File: src/rtl/ebc_pkg.sv
package ebc_pkg;

  // Datapath operation codes issued by the controller
  localparam logic [3:0] OP_NONE        = 4'd0;
  localparam logic [3:0] OP_LOAD        = 4'd1;
  localparam logic [3:0] OP_INSERT      = 4'd2;
  localparam logic [3:0] OP_PURGE       = 4'd3;
  localparam logic [3:0] OP_SCAN_INIT   = 4'd4;
  localparam logic [3:0] OP_FIND        = 4'd5;
  localparam logic [3:0] OP_PICK        = 4'd6;
  localparam logic [3:0] OP_DAY_APPLY   = 4'd7;
  localparam logic [3:0] OP_DRAIN_APPLY = 4'd8;

  // Request command codes
  localparam logic CMD_DAY   = 1'b0;
  localparam logic CMD_DRAIN = 1'b1;

  typedef struct packed {
    logic [3:0] op;
    logic       out_load;
  } ebc_cmd_t;

  typedef struct packed {
    logic scan_done;
    logic store_empty;
  } ebc_sts_t;

endpackage

File: src/rtl/ebc_ctrl.sv
module ebc_ctrl
  import ebc_pkg::*;
(
  input  logic     clk,
  input  logic     rst,
  input  logic     in_valid,
  input  logic     command,
  output logic     in_stall,
  output logic     out_valid,
  input  logic     out_stall,
  input  ebc_sts_t sts,
  output ebc_cmd_t cmd
);

  localparam logic [3:0] S_IDLE    = 4'd0;
  localparam logic [3:0] S_INS     = 4'd1;
  localparam logic [3:0] S_PURGE   = 4'd2;
  localparam logic [3:0] S_PICK    = 4'd3;
  localparam logic [3:0] S_APPLY   = 4'd4;
  localparam logic [3:0] S_DHEAD   = 4'd5;
  localparam logic [3:0] S_FIND    = 4'd6;
  localparam logic [3:0] S_DPICK   = 4'd7;
  localparam logic [3:0] S_DAPPLY  = 4'd8;
  localparam logic [3:0] S_OUT     = 4'd9;

  logic [3:0] state, state_next;

  assign in_stall = (state != S_IDLE);

  // Next state and datapath command
  always_comb begin
    state_next   = state;
    cmd.op       = OP_NONE;
    cmd.out_load = 1'b0;
    case (state)
      S_IDLE: begin
        if (in_valid) begin
          cmd.op     = OP_LOAD;
          state_next = (command == CMD_DRAIN) ? S_DHEAD : S_INS;
        end
      end
      S_INS: begin
        cmd.op     = OP_INSERT;
        state_next = S_PURGE;
      end
      S_PURGE: begin
        cmd.op = OP_PURGE;
        if (sts.scan_done) state_next = S_PICK;
      end
      S_PICK: begin
        cmd.op     = OP_PICK;
        state_next = S_APPLY;
      end
      S_APPLY: begin
        cmd.op     = OP_DAY_APPLY;
        state_next = S_OUT;
      end
      S_DHEAD: begin
        cmd.op     = OP_SCAN_INIT;
        state_next = sts.store_empty ? S_OUT : S_FIND;
      end
      S_FIND: begin
        cmd.op = OP_FIND;
        if (sts.scan_done) state_next = S_DPICK;
      end
      S_DPICK: begin
        cmd.op     = OP_PICK;
        state_next = S_DAPPLY;
      end
      S_DAPPLY: begin
        cmd.op     = OP_DRAIN_APPLY;
        state_next = S_DHEAD;
      end
      S_OUT: begin
        if (!out_valid || !out_stall) begin
          cmd.out_load = 1'b1;
          state_next   = S_IDLE;
        end
      end
      default: begin
        state_next = S_IDLE;
      end
    endcase
  end

  always_ff @(posedge clk) begin
    if (rst) begin
      state <= S_IDLE;
    end else begin
      state <= state_next;
    end
  end

  // Result register valid flag
  always_ff @(posedge clk) begin
    if (rst) begin
      out_valid <= 1'b0;
    end else if (cmd.out_load) begin
      out_valid <= 1'b1;
    end else if (!out_stall) begin
      out_valid <= 1'b0;
    end
  end

endmodule

File: src/rtl/ebc_dp.sv
module ebc_dp
  import ebc_pkg::*;
#(
  parameter int CAPACITY   = 64,
  parameter int COUNT_BITS = 16,
  parameter int LIFE_BITS  = 16
) (
  input  logic        clk,
  input  logic        rst,
  input  ebc_cmd_t    cmd,
  input  logic [15:0] arrival_count,
  input  logic [15:0] shelf_life,
  output ebc_sts_t    sts,
  output logic [31:0] eaten_now,
  output logic [31:0] eaten_total,
  output logic [31:0] current_day,
  output logic [6:0]  batches_held,
  output logic        overflow
);

  localparam int IW  = $clog2(CAPACITY);
  localparam int NW  = $clog2(CAPACITY + 1);
  localparam int EXW = 33 + COUNT_BITS;
  localparam logic [32:0] MAX33 = 33'h0_FFFF_FFFF;

  // Batch store: {expiry, count}
  logic [EXW-1:0] mem [CAPACITY];
  logic [EXW-1:0] rd_data;
  logic           mem_we;
  logic [IW-1:0]  mem_wa;
  logic [IW-1:0]  mem_ra;
  logic [EXW-1:0] mem_wd;

  logic [31:0]           day, total, now;
  logic [NW-1:0]         nbat;
  logic                  ovf;
  logic [COUNT_BITS-1:0] cnt_in;
  logic [LIFE_BITS-1:0]  life_in;
  logic [NW-1:0]         rd_idx, wr_idx;
  logic                  pend;
  logic [IW-1:0]         pidx;
  logic                  best_vld;
  logic [32:0]           best_exp;
  logic [COUNT_BITS-1:0] best_cnt;
  logic [IW-1:0]         best_idx;
  logic [COUNT_BITS-1:0] eat;

  logic [15:0]           cnt_m16, life_m16;
  logic [31:0]           cnt_w, life_w;
  logic [32:0]           e_exp;
  logic [COUNT_BITS-1:0] e_cnt;
  logic                  e_first;
  logic                  issue;
  logic [NW-1:0]         last;
  logic [32:0]           room;
  logic [32:0]           tot_sum, day_sum;

  // Field masking to the configured widths
  always_comb begin
    for (int i = 0; i < 16; i++) begin
      cnt_m16[i]  = arrival_count[i] & (i < COUNT_BITS);
      life_m16[i] = shelf_life[i] & (i < LIFE_BITS);
    end
  end
  assign cnt_w  = 32'(cnt_m16);
  assign life_w = 32'(life_m16);

  assign e_exp   = rd_data[EXW-1:COUNT_BITS];
  assign e_cnt   = rd_data[COUNT_BITS-1:0];
  assign e_first = !best_vld || (e_exp < best_exp) ||
                   ((e_exp == best_exp) && (e_cnt < best_cnt));
  assign issue   = (rd_idx < nbat);
  assign last    = nbat - NW'(1);
  assign room    = best_exp - {1'b0, day};

  assign sts.scan_done   = !issue && !pend;
  assign sts.store_empty = (nbat == '0);

  // Saturating sums for the apply steps
  always_comb begin
    if (cmd.op == OP_DRAIN_APPLY) begin
      tot_sum = {1'b0, total} + 33'(eat);
      day_sum = {1'b0, day} + 33'(eat);
    end else begin
      tot_sum = {1'b0, total} + 33'd1;
      day_sum = {1'b0, day} + 33'd1;
    end
  end

  // Memory port drive
  always_comb begin
    mem_we = 1'b0;
    mem_wa = '0;
    mem_wd = rd_data;
    mem_ra = rd_idx[IW-1:0];
    case (cmd.op)
      OP_INSERT: begin
        mem_wa = nbat[IW-1:0];
        mem_wd = {33'({1'b0, day} + 33'(life_in)), cnt_in};
        mem_we = (cnt_in != '0) && (nbat < NW'(CAPACITY));
      end
      OP_PURGE: begin
        mem_wa = wr_idx[IW-1:0];
        mem_we = pend && (e_exp > {1'b0, day});
      end
      OP_PICK: begin
        mem_ra = last[IW-1:0];
      end
      OP_DAY_APPLY: begin
        mem_wa = best_idx;
        mem_we = best_vld;
        if (best_cnt != COUNT_BITS'(1)) mem_wd = {best_exp, best_cnt - COUNT_BITS'(1)};
      end
      OP_DRAIN_APPLY: begin
        mem_wa = best_idx;
        mem_we = 1'b1;
      end
      default: begin
        mem_we = 1'b0;
      end
    endcase
  end

  always_ff @(posedge clk) begin
    if (mem_we) mem[mem_wa] <= mem_wd;
    rd_data <= mem[mem_ra];
  end

  // Control state of the datapath
  always_ff @(posedge clk) begin
    if (rst) begin
      day      <= '0;
      total    <= '0;
      nbat     <= '0;
      pend     <= 1'b0;
      best_vld <= 1'b0;
      rd_idx   <= '0;
      wr_idx   <= '0;
    end else begin
      case (cmd.op)
        OP_INSERT, OP_SCAN_INIT: begin
          if (cmd.op == OP_INSERT && mem_we) nbat <= nbat + NW'(1);
          rd_idx   <= '0;
          wr_idx   <= '0;
          pend     <= 1'b0;
          best_vld <= 1'b0;
        end
        OP_PURGE, OP_FIND: begin
          if (issue) rd_idx <= rd_idx + NW'(1);
          pend <= issue;
          if (pend && (cmd.op == OP_FIND || e_exp > {1'b0, day})) begin
            if (e_first) best_vld <= 1'b1;
            if (cmd.op == OP_PURGE) wr_idx <= wr_idx + NW'(1);
          end
          if (cmd.op == OP_PURGE && sts.scan_done) nbat <= wr_idx;
        end
        OP_DAY_APPLY: begin
          if (best_vld) begin
            total <= tot_sum[32] ? MAX33[31:0] : tot_sum[31:0];
            if (best_cnt == COUNT_BITS'(1)) nbat <= last;
          end
          day <= day_sum[32] ? MAX33[31:0] : day_sum[31:0];
        end
        OP_DRAIN_APPLY: begin
          total <= tot_sum[32] ? MAX33[31:0] : tot_sum[31:0];
          day   <= day_sum[32] ? MAX33[31:0] : day_sum[31:0];
          nbat  <= last;
        end
        default: begin
          pend <= pend;
        end
      endcase
    end
  end

  // Payload registers
  always_ff @(posedge clk) begin
    case (cmd.op)
      OP_LOAD: begin
        cnt_in  <= cnt_w[COUNT_BITS-1:0];
        life_in <= life_w[LIFE_BITS-1:0];
        now     <= '0;
        ovf     <= 1'b0;
      end
      OP_INSERT: begin
        if (cnt_in != '0 && !(nbat < NW'(CAPACITY))) ovf <= 1'b1;
      end
      OP_PURGE, OP_FIND: begin
        if (pend && (cmd.op == OP_FIND || e_exp > {1'b0, day}) && e_first) begin
          best_exp <= e_exp;
          best_cnt <= e_cnt;
          best_idx <= (cmd.op == OP_PURGE) ? wr_idx[IW-1:0] : pidx;
        end
        pidx <= rd_idx[IW-1:0];
      end
      OP_PICK: begin
        if (best_exp > {1'b0, day}) begin
          eat <= (33'(best_cnt) < room) ? best_cnt : room[COUNT_BITS-1:0];
        end else begin
          eat <= '0;
        end
      end
      OP_DAY_APPLY: begin
        if (best_vld) now <= 32'd1;
      end
      OP_DRAIN_APPLY: begin
        now <= now + 32'(eat);
      end
      default: begin
        now <= now;
      end
    endcase
  end

  // Result register
  always_ff @(posedge clk) begin
    if (cmd.out_load) begin
      eaten_now    <= now;
      eaten_total  <= total;
      current_day  <= day;
      batches_held <= 7'(nbat);
      overflow     <= ovf;
    end
  end

endmodule

File: src/rtl/expiring_batch_consumer.sv
// Channel | Handshake               | Payload
// in      | in_valid / in_stall     | command, arrival_count, shelf_life
// out     | out_valid / out_stall   | eaten_now, eaten_total, current_day,
//         |                         | batches_held, overflow
//
// A day request runs an insert, a compacting pass that purges expired batches
// and finds the earliest, pick, apply and publish. A drain request runs,
// per batch until the store is empty, a search pass over the batches left
// through the single read port, a pick and an apply; then it publishes.
// Synchronous active-high reset clears counters; the store needs no clearing.
// The next request is taken while a result waits under out_stall.
module expiring_batch_consumer
  import ebc_pkg::*;
#(
  parameter int CAPACITY   = 64,
  parameter int COUNT_BITS = 16,
  parameter int LIFE_BITS  = 16
) (
  input  logic        clk,
  input  logic        rst,
  input  logic        in_valid,
  output logic        in_stall,
  input  logic        command,
  input  logic [15:0] arrival_count,
  input  logic [15:0] shelf_life,
  output logic        out_valid,
  input  logic        out_stall,
  output logic [31:0] eaten_now,
  output logic [31:0] eaten_total,
  output logic [31:0] current_day,
  output logic [6:0]  batches_held,
  output logic        overflow
);

  ebc_cmd_t cmd;
  ebc_sts_t sts;

  ebc_ctrl u_ctrl (
    .clk       (clk),
    .rst       (rst),
    .in_valid  (in_valid),
    .command   (command),
    .in_stall  (in_stall),
    .out_valid (out_valid),
    .out_stall (out_stall),
    .sts       (sts),
    .cmd       (cmd)
  );

  ebc_dp #(
    .CAPACITY   (CAPACITY),
    .COUNT_BITS (COUNT_BITS),
    .LIFE_BITS  (LIFE_BITS)
  ) u_dp (
    .clk           (clk),
    .rst           (rst),
    .cmd           (cmd),
    .arrival_count (arrival_count),
    .shelf_life    (shelf_life),
    .sts           (sts),
    .eaten_now     (eaten_now),
    .eaten_total   (eaten_total),
    .current_day   (current_day),
    .batches_held  (batches_held),
    .overflow      (overflow)
  );

`ifndef SYNTHESIS
  // A waiting result is never overwritten
  a_no_overwrite: assert property (@(posedge clk) disable iff (rst)
    cmd.out_load |-> !(out_valid && out_stall))
    else $error("result overwritten while stalled");

  // An accepted request keeps the block busy for at least the next cycle
  a_busy_after_accept: assert property (@(posedge clk) disable iff (rst)
    (in_valid && !in_stall) |=> in_stall)
    else $error("request taken while busy");

  // A result is only published from the busy phase
  a_load_when_busy: assert property (@(posedge clk) disable iff (rst)
    cmd.out_load |-> in_stall)
    else $error("result loaded while idle");
`endif

endmodule
File: config.mk
export PLATFORM = sky130hd
export DESIGN_NAME = expiring_batch_consumer
export DESIGN_NICKNAME = d
export VERILOG_FILES = /design/src/rtl/ebc_pkg.sv /design/src/rtl/ebc_ctrl.sv /design/src/rtl/ebc_dp.sv /design/src/rtl/expiring_batch_consumer.sv
export SDC_FILE = /design/constraint.sdc
export NUM_CORES = 2
export LEC_CHECK = 0
export BUFFER_PORTS_ARGS = -buffer_cell sky130_fd_sc_hd__buf_2
export CORE_MARGIN = 8
export CORE_UTILIZATION = 55
export CTS_CLUSTER_DIAMETER = 120
export DETAILED_ROUTE_END_ITERATION = 10
export HOLD_SLACK_MARGIN = 0.02
export PLACE_DENSITY_LB_ADDON = 0.12
export SLEW_MARGIN = 20
export SYNTH_ARGS = -nofsm -noshare
export SYNTH_HDL_FRONTEND = slang
export SYNTH_SLANG_ARGS = --single-unit
File: constraint.sdc
create_clock -name clk -period 22.1 [get_ports clk]
set_input_delay 4.42 -clock clk [delete_from_list [all_inputs] [get_ports clk]]
set_output_delay 4.42 -clock clk [all_outputs]
set_load 0.02 [all_outputs]
==> metrics <==
WL per Instance 28.3 um; hold_sp u_dp.ovf; P_leak 57.1 nW; NetSw 0.00685 W; DR vias 101000; GRT Total Usage 29.9%; sw frac 33.3%; Critical Path Most Common Cell buf_4; r2r startpoint u_ctrl.state[3]; power share of the sequential group 46.6%; drt pass-1 iters 8; die area 0.285 mm^2; initial antenna violation count 11; Final ANT Viol Nets 0; Peak VDD IR 0.000113 V; Fin Setup TNS 0 ns; Post-CTS Setup Bufs 0; Comb pwr share 25.0%; I/O Pins 143; starting density of the core 55.2%; Pint 0.0137 W; Syn Area/Cell 12.5 um^2; largest net degree at the start of global routing 169; clock slew at reported path FFs 0.06 ns; nature of the critical path endpoint flop; end of the worst register-to-register path u_dp.rd_data[35]; first-pass GRT wire length 640 mm; CP Data Arrival Time 8.55 ns; worst skew pair latency 0.90 ns; end of the worst hold path u_dp.overflow; CTS root buffer clkbuf_16; post-synth top area cell edfxtp_1; syn_nets 12000; RSZ-0062 raised after global routing no; worst hold margin 0.447 ns; relative slew slack 14.8%; clock network power share 28.4%; pre-CTS setup slack 14.41 ns; worst setup path class flop to flop; Slew Limit Fails 0; Synth Instances 11800; max cap viols 0; clk buf depth 4; Post-DP HPWL 239 mm; hold path depth 0; final period utilization 35.2%; CP max FO 153; vias in the first global route 95100; synthesized flop and latch total 3523; vias per cell 6.44; cts bufs inserted 363; Critical Path RT 22.88 ns; drt drc 0; Resized Gates After CTS 0; final number of setup-violating endpoints 0; r2r setup slk 14.33 ns; Final WS setup 14.33 ns; fmax 0.129 GHz; Final Net Count 12000; H-tree level count 5; CP Launch Type flop; EDFF count, synth 3382; grt total ovfl 0; Rows 190; Synth Flop Type edfxtp_1; Post-CTS Hold Buffers 0; Synth Cell Area 0.147 mm^2; Area Growth Syn to Fin 11.4%; die width 534 um; core box area 0.267 mm^2; largest cells by area after synthesis edfxtp_1, nand2_1, a311oi_1, nand3_1, dfxtp_1; Yosys warning total 0; outcome completed; Seq/Total Area, Yosys 70.8%; GP Congestion 0.921; Unique masters post-synth 89; WL final 442 mm; layout cells sized above 1 9.15%; min cycle time layout 7.77 ns; Die Y 534 um; slowest CP cell buf_4; TritonCTS clock tree done; max incr delay on CP 0.76 ns; CP cell instances nand3b_1 > buf_4 > inv_1 > a21boi_4 > buf_4 > buf_4 > buf_12 > buf_4 > buf_4 > buf_4 > nand2_1 > and3_1 > a311oi_1 > a31oi_1 > a211oi_1 > a211oi_2 > buf_4 > a21oi_1; Power Density 125 mW/mm^2; clk_skew 0.0448 ns; top cell type's share of synthesized area 68.9%; port bufs 142; Starting DRT DRC Count 12800; endpoints failing hold 0; worst-margin pin slew 1.28 ns; Hold Path Class flop to flop; Reg2Reg Depth 18; clk sinks 3523; Synth async-reset ratio 0%
## cell usage after synthesis, types with 36 or more instances
master and instances:
a211oi_1 169, a21o_1 82, a21oi_1 382, a311oi_1 615, a31oi_1 231, and3_1 427
buf_1 78, clkbuf_1 713, dfxtp_1 141, edfxtp_1 3382, ha_1 184, inv_1 144
nand2_1 3316, nand3_1 886, nor2_1 166, nor3_1 68, nor4_1 65, o21ai_0 123
xnor2_1 74, xor2_1 36
## routing by layer
metal  GRT usage [%]  wire (um)  up-vias  share of wire, %
li1                -          -    44100                 -
met1            41.5     175000    50100                40
met2            47.5     203000     5538                46
met3            6.08      46700      865                11
met4            10.4      16200        6               3.7
met5               0        275        -             0.062
## cell type report
cell class,instances,area (um^2)
clock inverter,175,1420
tap,3552,4440
fill,20300,103000
timing repair buffer,430,3130
antenna,1,2.50
multi-input combinational,7320,40500
clock buffer,477,9720
sequential,3523,104000
inverter,145,544
## registers in the layout, summed over array words and instances, names as in the netlist, 16 cells and up
signal / flops
u_dp.best_cnt: 16
u_dp.best_exp: 33
u_dp.cnt_in: 16
u_dp.current_day: 32
u_dp.day: 32
u_dp.eat: 16
u_dp.eaten_now: 32
u_dp.eaten_total: 32
u_dp.life_in: 16
u_dp.mem: 3136
u_dp.now: 32
u_dp.rd_data: 49
u_dp.total: 32
## critical path: cells and delay by family, from the launching register on
| family | cells | cell delay (ns) |
|---|---|---|
| AOI/OAI and AO/OA | 6 | 1.41 |
| buffers and inverters | 9 | 4.86 |
| DFF | 1 | 0.63 |
| and+or+nand+nor | 3 | 0.56 |
## power by group through the flow
stage               logic [W]  registers, W  clock network, W
finish                0.00514       0.00958           0.00584
detailed placement    0.00502       0.00970                 0
CTS                   0.00504       0.00956           0.00590
global placement      0.00489       0.00969                 0
floorplan             0.00293       0.00968                 0
global route          0.00551       0.00959           0.00615
## worst max-delay path by stage
stage	startpoint	to	slack, ns	cells past startpoint
floorplan	out_stall	u_dp.batches_held[0]	12.04	1
global placement	u_ctrl.state[3]	u_dp.rd_data[43]	14.14	15
detailed placement	u_ctrl.state[3]	u_dp.rd_data[35]	14.41	18
CTS	u_ctrl.state[3]	u_dp.rd_data[35]	14.37	18
global route	u_ctrl.state[3]	u_dp.rd_data[39]	13.89	15
finish	u_ctrl.state[3]	u_dp.rd_data[35]	14.33	18
## cell families (layout without fill, tap and decap cells)
logic type	count (synthesis)	in the layout	synth area share [%]
buffers and inverters	957	1227	2.46
adder cells (fa/ha/maj)	203	203	1.71
XOR/XNOR	110	110	0.653
AND/OR/NAND/NOR	5140	5140	15.2
multiplexers	29	29	0.197
other	0	1	0
AO/OA/AOI/OAI	1838	1838	8.98
flip-flops	3523	3523	70.8
## stage by stage
stage          power (W)  cell area [um^2]  util (%)  std cells
3_5_place_dp      0.0147            153000      57.3      15000
2_1_floorplan     0.0126            147000         -      11800
3_3_place_gp      0.0146            153000      57.2      15000
5_1_grt           0.0212            164000      61.4      15600
4_1_cts           0.0205            164000      61.4      15600
6_report          0.0206            164000      61.4      15600
## layout by cell type, fill, tap and decap left out, types with 104 or more instances in the layout
cell / n
a21oi_1: 375
ha_1: 184
nand3_1: 885
o21ai_0: 104
and3_1: 427
a211oi_1: 155
inv_1: 144
clkbuf_16: 365
buf_2: 141
a311oi_1: 615
a31oi_1: 230
edfxtp_1: 3382
dfxtp_1: 141
buf_4: 269
nand2_1: 3311
nor2_1: 152
Note: power is estimated with default switching activity, not from simulation.
